[src/rtl/core/soai_pkg.sv]
`default_nettype none
package soai_pkg;
    localparam int unsigned CordicStagesDef = 16;
    localparam int unsigned CordicMax = 24;
    localparam int unsigned AccW = 56;
    localparam int unsigned SumW = 64;
    localparam int unsigned OutW = 63;
    localparam int unsigned CfgIdxW = 1;
    localparam int unsigned CfgDataW = 16;
    localparam logic [CfgIdxW-1:0] RegSolvation = 1'd0;
    localparam logic [CfgIdxW-1:0] RegVectorCount = 1'd1;
    localparam logic signed [20:0] TurnScale = 21'sd667544;
    localparam logic signed [33:0] CordicX0 = 34'sd652032874;

    // atan table in 2^-32 turn units
    function automatic logic signed [33:0] atan_turn(input logic [4:0] i);
        logic signed [33:0] r;
        case (i)
            5'd0: r = 34'sd536870912;   5'd1: r = 34'sd316933406;
            5'd2: r = 34'sd167458907;   5'd3: r = 34'sd85004756;
            5'd4: r = 34'sd42667331;    5'd5: r = 34'sd21354465;
            5'd6: r = 34'sd10680862;    5'd7: r = 34'sd5340245;
            5'd8: r = 34'sd2670163;     5'd9: r = 34'sd1335087;
            5'd10: r = 34'sd667544;     5'd11: r = 34'sd333772;
            5'd12: r = 34'sd166886;     5'd13: r = 34'sd83443;
            5'd14: r = 34'sd41722;      5'd15: r = 34'sd20861;
            5'd16: r = 34'sd10430;      5'd17: r = 34'sd5215;
            5'd18: r = 34'sd2608;       5'd19: r = 34'sd1304;
            5'd20: r = 34'sd652;        5'd21: r = 34'sd326;
            5'd22: r = 34'sd163;        5'd23: r = 34'sd81;
            default: r = '0;
        endcase
        return r;
    endfunction

    // one classified atom: corrected factor, angle, end marker
    typedef struct packed {
        logic signed [32:0] f;
        logic [31:0]        angle;
        logic               last;
    } t_atom;

    typedef struct packed {
        logic [OutW-1:0] intensity;
        logic [15:0]     point_index;
    } t_result;
endpackage
`default_nettype wire

[src/rtl/core/soai_queue.sv]
`default_nettype none
// small fifo between front and back
module soai_queue #(
    parameter int unsigned Depth = 4
) (
    input  wire logic           i_clk,
    input  wire logic           i_rst_n,
    input  wire logic           i_valid,
    output logic                o_ready,
    input  soai_pkg::t_atom     i_data,
    output logic                o_valid,
    input  wire logic           i_ready,
    output soai_pkg::t_atom     o_data
);
    import soai_pkg::*;
    localparam int unsigned AW = $clog2(Depth);
    t_atom r_mem [Depth];
    logic [AW-1:0] r_wp, r_rp;
    logic [AW:0]   r_cnt;
    logic wr, rd;
    assign o_ready = r_cnt != (AW+1)'(Depth);
    assign o_valid = r_cnt != '0;
    assign wr = i_valid && o_ready;
    assign rd = o_valid && i_ready;
    assign o_data = r_mem[r_rp];

    // pointers and count
    always_ff @(posedge i_clk) begin
        if (!i_rst_n) begin
            r_wp <= '0; r_rp <= '0; r_cnt <= '0;
        end else begin
            if (wr) r_wp <= (r_wp == AW'(Depth-1)) ? '0 : r_wp + 1'b1;
            if (rd) r_rp <= (r_rp == AW'(Depth-1)) ? '0 : r_rp + 1'b1;
            r_cnt <= r_cnt + (AW+1)'(wr) - (AW+1)'(rd);
        end
    end

    // storage
    always_ff @(posedge i_clk) begin
        if (wr) r_mem[r_wp] <= i_data;
    end
endmodule
`default_nettype wire

[config.mk]
export PLATFORM = sky130hd
export DESIGN_NAME = soai_queue
export DESIGN_NICKNAME = d
export VERILOG_FILES = /design/src/rtl/core/soai_pkg.sv /design/src/rtl/core/soai_queue.sv
export SDC_FILE = /design/constraint.sdc
export NUM_CORES = 1
export LEC_CHECK = 0
export BUFFER_PORTS_ARGS = -buffer_cell sky130_fd_sc_hd__clkbuf_2
export CAP_MARGIN = 20
export CORE_MARGIN = 5
export CORE_UTILIZATION = 50
export DETAILED_ROUTE_END_ITERATION = 6
export MAX_ROUTING_LAYER = met4
export PLACE_DENSITY = 0.76
export SLEW_MARGIN = 10
export SYNTH_ARGS = -nofsm -noshare
export SYNTH_HDL_FRONTEND = slang
export SYNTH_SLANG_ARGS = --single-unit
[constraint.sdc]
create_clock -name i_clk -period 2.1 [get_ports i_clk]
set_input_delay 0.105 -clock i_clk [delete_from_list [all_inputs] [get_ports i_clk]]
set_output_delay 0.105 -clock i_clk [all_outputs]
set_load 0.005 [all_outputs]
**Word-level counts from Yosys, hierarchy flattened**

Memories as Yosys holds them, arrays and structs flattened. A register that Yosys moved wholly into a read port is not among the register bits.
Cells that the tools add are included.

- Bits in writable memories: 264
- Logic and storage cells: 20
- Memories kept: 1
- Register bits after elaboration: 7

Memory list:

| memory | depth | bits a word | read ports | clocked after Yosys merged registers in | wr ports | RTL line | RTL |
|---|---|---|---|---|---|---|---|
| r_mem | 4 | 66 | 1 | 1 | 1 | soai_queue.sv:17 | `t_atom r_mem [Depth];` |

- Multiplexer cells: 6
- $add $sub $neg: 4
- Eq/ne operators: 3
- Reduce and logical (&&, ||, !) cells: 3

Operators with widths:

| operator | number |
|---|---|
| 2-to-1 mux 2 bit | 4 |
| adder 2 x 1 -> 2 bit (second input constant) | 2 |
| == test 2 bit (second input constant) | 2 |
| adder 3 x 1 -> 3 bit | 1 |
| != test 3 bit (second input constant) | 1 |
| nonzero test 3 bit | 1 |
| subtractor 3 x 1 -> 3 bit | 1 |
| logical AND 1 bit | 2 |
| 2-to-1 mux 1 bit | 2 |

**Depth between registers and ports, before layout**

- Depth after elaboration: 4
- Depth in mapped cells: 12

**Worst setup path after synthesis**

Ideal clock, no wire load.

- Path kind: register to register
- Start point: register r_cnt[1]
- End point: register r_cnt[2]
- Slack: -0.259 ns
- Library setup time: 0.115 ns
- Path buffers: 1
- Required time: 1.985 ns
- Stages on the path, launching flop included: 13
- Data arrival time: 2.244 ns
- Cell sequence: dfxtp_1 > or3b_1 > buf_6 > and2_4 > inv_1 > ha_1 > inv_1 > ha_1 > inv_1 > fa_1 > xnor2_1 > xnor2_1 > and2_1

- Longest elaborated chain between the ends: 4
- Elaborated cells between the ends (all ways): 6
- Those cells by class: add/sub: 2; eq/ne: 1; reduce/logical: 3

RTL lines:

| what | RTL line | RTL |
|---|---|---|
| start, declared | soai_queue.sv:19 | `logic [AW:0] r_cnt;` |
| start signal, assigned | soai_queue.sv:34 | `r_cnt <= r_cnt + (AW+1)'(wr) - (AW+1)'(rd);` |
| != test 3 bit | soai_queue.sv:21 | `assign o_ready = r_cnt != (AW+1)'(Depth);` |
| named net o_ready | soai_queue.sv:9 | `output logic o_ready,` |
| logical AND 1 bit | soai_queue.sv:23 | `assign wr = i_valid && o_ready;` |
| adder 3 x 1 -> 3 bit | soai_queue.sv:34 |  |
| subtractor 3 x 1 -> 3 bit | soai_queue.sv:34 |  |

The timed path passes the listed nets, and every way through them passes these cells.
A chain may end at the register's enable or synchronous reset.

**Final worst setup path**

- Start point: register r_cnt[2]
- End point: register r_cnt[2]

- Longest elaborated chain between the ends: 4
- Elaborated cells between the ends (all ways): 6
- Those cells by class: add/sub: 2; eq/ne: 1; reduce/logical: 3

RTL lines:

| what | RTL line |
|---|---|
| != test 3 bit | soai_queue.sv:21 |
| logical AND 1 bit | soai_queue.sv:23 |
| adder 3 x 1 -> 3 bit | soai_queue.sv:34 |
| subtractor 3 x 1 -> 3 bit (*) | soai_queue.sv:34 |

Mark *: on every way between the ends. The rest lies on a longest branch, timed or not.

==> results.cfg <==
[detailed_routing]
drt_pass1_iterations = 4
drt-met1-wl_um = 7730
vias_per_cell = 5.29
detail-route-antenna-nets = 0
vias = 4848
drc_errors_left = 0
met2_routed_length_um = 9480
wl_met3_um = 1300
drt_iter0_drc = 302
postRouteWirelength_um = 18800
highest_layer = met4
detail_route.wl_per_cell_um = 20.5

[min_path]
min_path_type = in2reg
hold-path-cell-count = 2

[logic_synthesis]
yosys_most_used_dff = sky130_fd_sc_hd__edfxtp_1
yosys_reg_bits = 273
synth_enable_flop_cells = 264
async_reset_ff_share_pct = 0
sequential_element_share_of_the_synthesized_area_pct = 81.1
yosysWarnings = 0
netlist_top_cells_area = sky130_fd_sc_hd__edfxtp_1, sky130_fd_sc_hd__mux4_2, sky130_fd_sc_hd__dfxtp_1
synth.largest_area_cell = sky130_fd_sc_hd__edfxtp_1
syn_nets = 474
syn-cell-area_sq_um = 10000
synthDominantCellAreaShare_pct = 79.3
postSynthCellCount = 396
most_frequent_cell_after_synthesis = sky130_fd_sc_hd__edfxtp_1
distinct_cells_synth = 25
avgSynthCellArea_sq_um = 25.3
synthTopCellsByCount = sky130_fd_sc_hd__edfxtp_1, sky130_fd_sc_hd__mux4_2, sky130_fd_sc_hd__dfxtp_1

[placement]
detailedPlace.worstSlack_ns = -0.224
dp.cells = 796
place.detailed.hpwl_um = 11100
port_buffers = 137
gp_routability_congestion = 0.753

[pwr]
static-leakage-power_uw = 0.00438
finalPower_uw = 14500
peakVddDrop_uv = 1290
power_density_nw_per_um2 = 1140

[grt]
grt_first_pass_wirelength_um = 29100
number_of_antenna_violations_at_the_first_check_in_global_routing = 1
grt_util_all_layers_pct = 17.1
global_route.overflow_total = 0
grt_start_max_net_pins = 67
vias_in_the_first_global_route = 5259

[clocking]
cts_tree = yes
clock_latency_ns = 0.52
cts.sinks = 273
numCtsBuffers = 27
cts.root.buffer_cell = sky130_fd_sc_hd__clkbuf_16
cts_buffer_depth = 3
cts_h_tree_depth = 1
clk_pin_slew_ns = 0.06

[finish]
area.growth.synth_to_final_pct = 27.3
fillCellCount = 1294
layout-drive-gt1-share_pct = 42.7
finalNonFillerCells = 917
final_nets = 711

[sta]
max_clock_freq_mhz = 450
finalHoldViolations = 0
timing.final.crit_period_ns = 2.22
final_setup_slack_of_the_worst_path_ns = -0.120
unrepaired_setup_endpoints_after_global_routing = yes
worst_slew_margin_rel_pct = 30.3
clock_skew_ns = 0.0144
final.setup.tns_ns = -0.120
min_period_over_period_pct = 106
worst_slew_pin_slew_ns = 1.05
finalMaxSlewViolations = 0
final-setup-viol-count = 1

[floorplan]
fp.dieW_um = 151
rows = 51
die_outline_area_sq_um = 22900
start_util_pct = 51.1
chipHeight_um = 151
boundaryPins = 138
coreArea_sq_um = 19600

[worst_setup_path]
worst_setup_path_end_kind = flop
cp.arrival_ns = 2.63
cp_max_fo = 2
rr_worst_depth = 11
required_ns = 2.51
criticalPathCategory = reg2reg
setup.worst_path.start_class = flop

[status]
run_status = complete, but fails checks
violations = setup timing

[job]
cap_violations = 0
## metrics by stage
step	cell area (sq um)	hold slack, ns	utilization (%)
finish	12700	0.344	65.0
global route	12700	0.341	65.0
CTS	12700	0.325	65.0
detailed placement	11100	0.329	56.7
global placement	11100	0.318	56.7
floorplan	10000	0.204	-
## worst paths after layout
path,start,to,slack [ns]
setup / recovery,r_cnt[2],r_cnt[2],-0.12
hold / removal,i_data[59],r_mem[2][59],0.34
setup reg to reg,r_cnt[2],r_cnt[2],-0.12
hold reg to reg,r_rp[0],r_rp[0],0.53
## repair_timing
item | CTS | global route
gates resized for setup | 12 | 1
hold endpoints to repair | 273 | 0
setup buffers | 3 | 0
pin swaps | 6 | 4
hold buffers | 70 | 0
endpoints found under the setup margin | 52 | 1
## per-layer routing
layer  vias up  GRT usage, %
li1       2163             -
met1      2513          22.4
met2       147          28.3
met3        25          3.38
met4         0          3.67
met5         -             -
## layout make-up
type	count	area [sq um]	area share [%]
clock buffer	30	687	5.40
antenna	1	2.50	0.0197
inverter	6	27.5	0.216
multi-input combinational	101	1830	14.4
tap	265	332	2.60
sequential	273	8120	63.8
timing repair buffer	224	1580	12.4
clock inverter	17	160	1.26
## sequential cells by signal, summed over array words and instances (netlist names), named ones only
signal  flops
r_mem     264
r_rp        2
r_cnt       3
r_wp        2
## critical path, cell delays in order (launching register included)
cell and delay [ns]:
sky130_fd_sc_hd__dfxtp_2 0.33, sky130_fd_sc_hd__or3b_4 0.38, sky130_fd_sc_hd__and2_4 0.16, sky130_fd_sc_hd__inv_4 0.05, sky130_fd_sc_hd__ha_4 0.19, sky130_fd_sc_hd__inv_4 0.06
sky130_fd_sc_hd__ha_4 0.12, sky130_fd_sc_hd__inv_2 0.03, sky130_fd_sc_hd__fa_2 0.34, sky130_fd_sc_hd__xnor2_2 0.15, sky130_fd_sc_hd__xnor2_1 0.13, sky130_fd_sc_hd__and2_1 0.17
## where the power goes
part	switching (uW)	internal, uW	total [uW]	leakage (uW)
clock	1880	2710	4590	0.000421
sequential	213	6620	6830	0.00249
combinational	1420	1670	3080	0.00146
## kinds of logic after synthesis
| logic type | synth area share [%] |
|---|---|
| and+or+nand+nor | 1.16 |
| DFF | 81.1 |
| xor gates and xnor gates | 0.175 |
| muxes | 15.0 |
| adders and majority gates | 1.08 |
| AOI/OAI and AO/OA | 0.225 |
| buffers and inverters | 1.33 |
## layout by cell type, fill, tap and decap left out, types with 2 or more instances in the layout
cell type	Yosys	layout
sky130_fd_sc_hd__inv_2	0	2
sky130_fd_sc_hd__buf_12	0	5
sky130_fd_sc_hd__inv_4	0	2
sky130_fd_sc_hd__ha_1	7	5
sky130_fd_sc_hd__dfxtp_1	9	5
sky130_fd_sc_hd__ha_4	0	2
sky130_fd_sc_hd__inv_1	6	2
sky130_fd_sc_hd__and3_4	0	4
sky130_fd_sc_hd__nor2_1	2	2
sky130_fd_sc_hd__bufinv_16	0	3
sky130_fd_sc_hd__dfxtp_4	0	2
sky130_fd_sc_hd__buf_4	1	12
sky130_fd_sc_hd__mux4_2	66	66
sky130_fd_sc_hd__o21ai_0	2	2
sky130_fd_sc_hd__inv_6	0	2
sky130_fd_sc_hd__and2_1	2	2
sky130_fd_sc_hd__clkinv_1	0	6
sky130_fd_sc_hd__clkbuf_2	0	137
sky130_fd_sc_hd__nand3_1	2	2
sky130_fd_sc_hd__clkbuf_1	3	3
sky130_fd_sc_hd__dfxtp_2	0	2
sky130_fd_sc_hd__edfxtp_1	264	264
sky130_fd_sc_hd__clkbuf_16	0	27
sky130_fd_sc_hd__dlygate4sd3_1	0	70
sky130_fd_sc_hd__nand2_1	5	5
sky130_fd_sc_hd__clkinv_2	0	6
(Power assumes the default switching activity.)
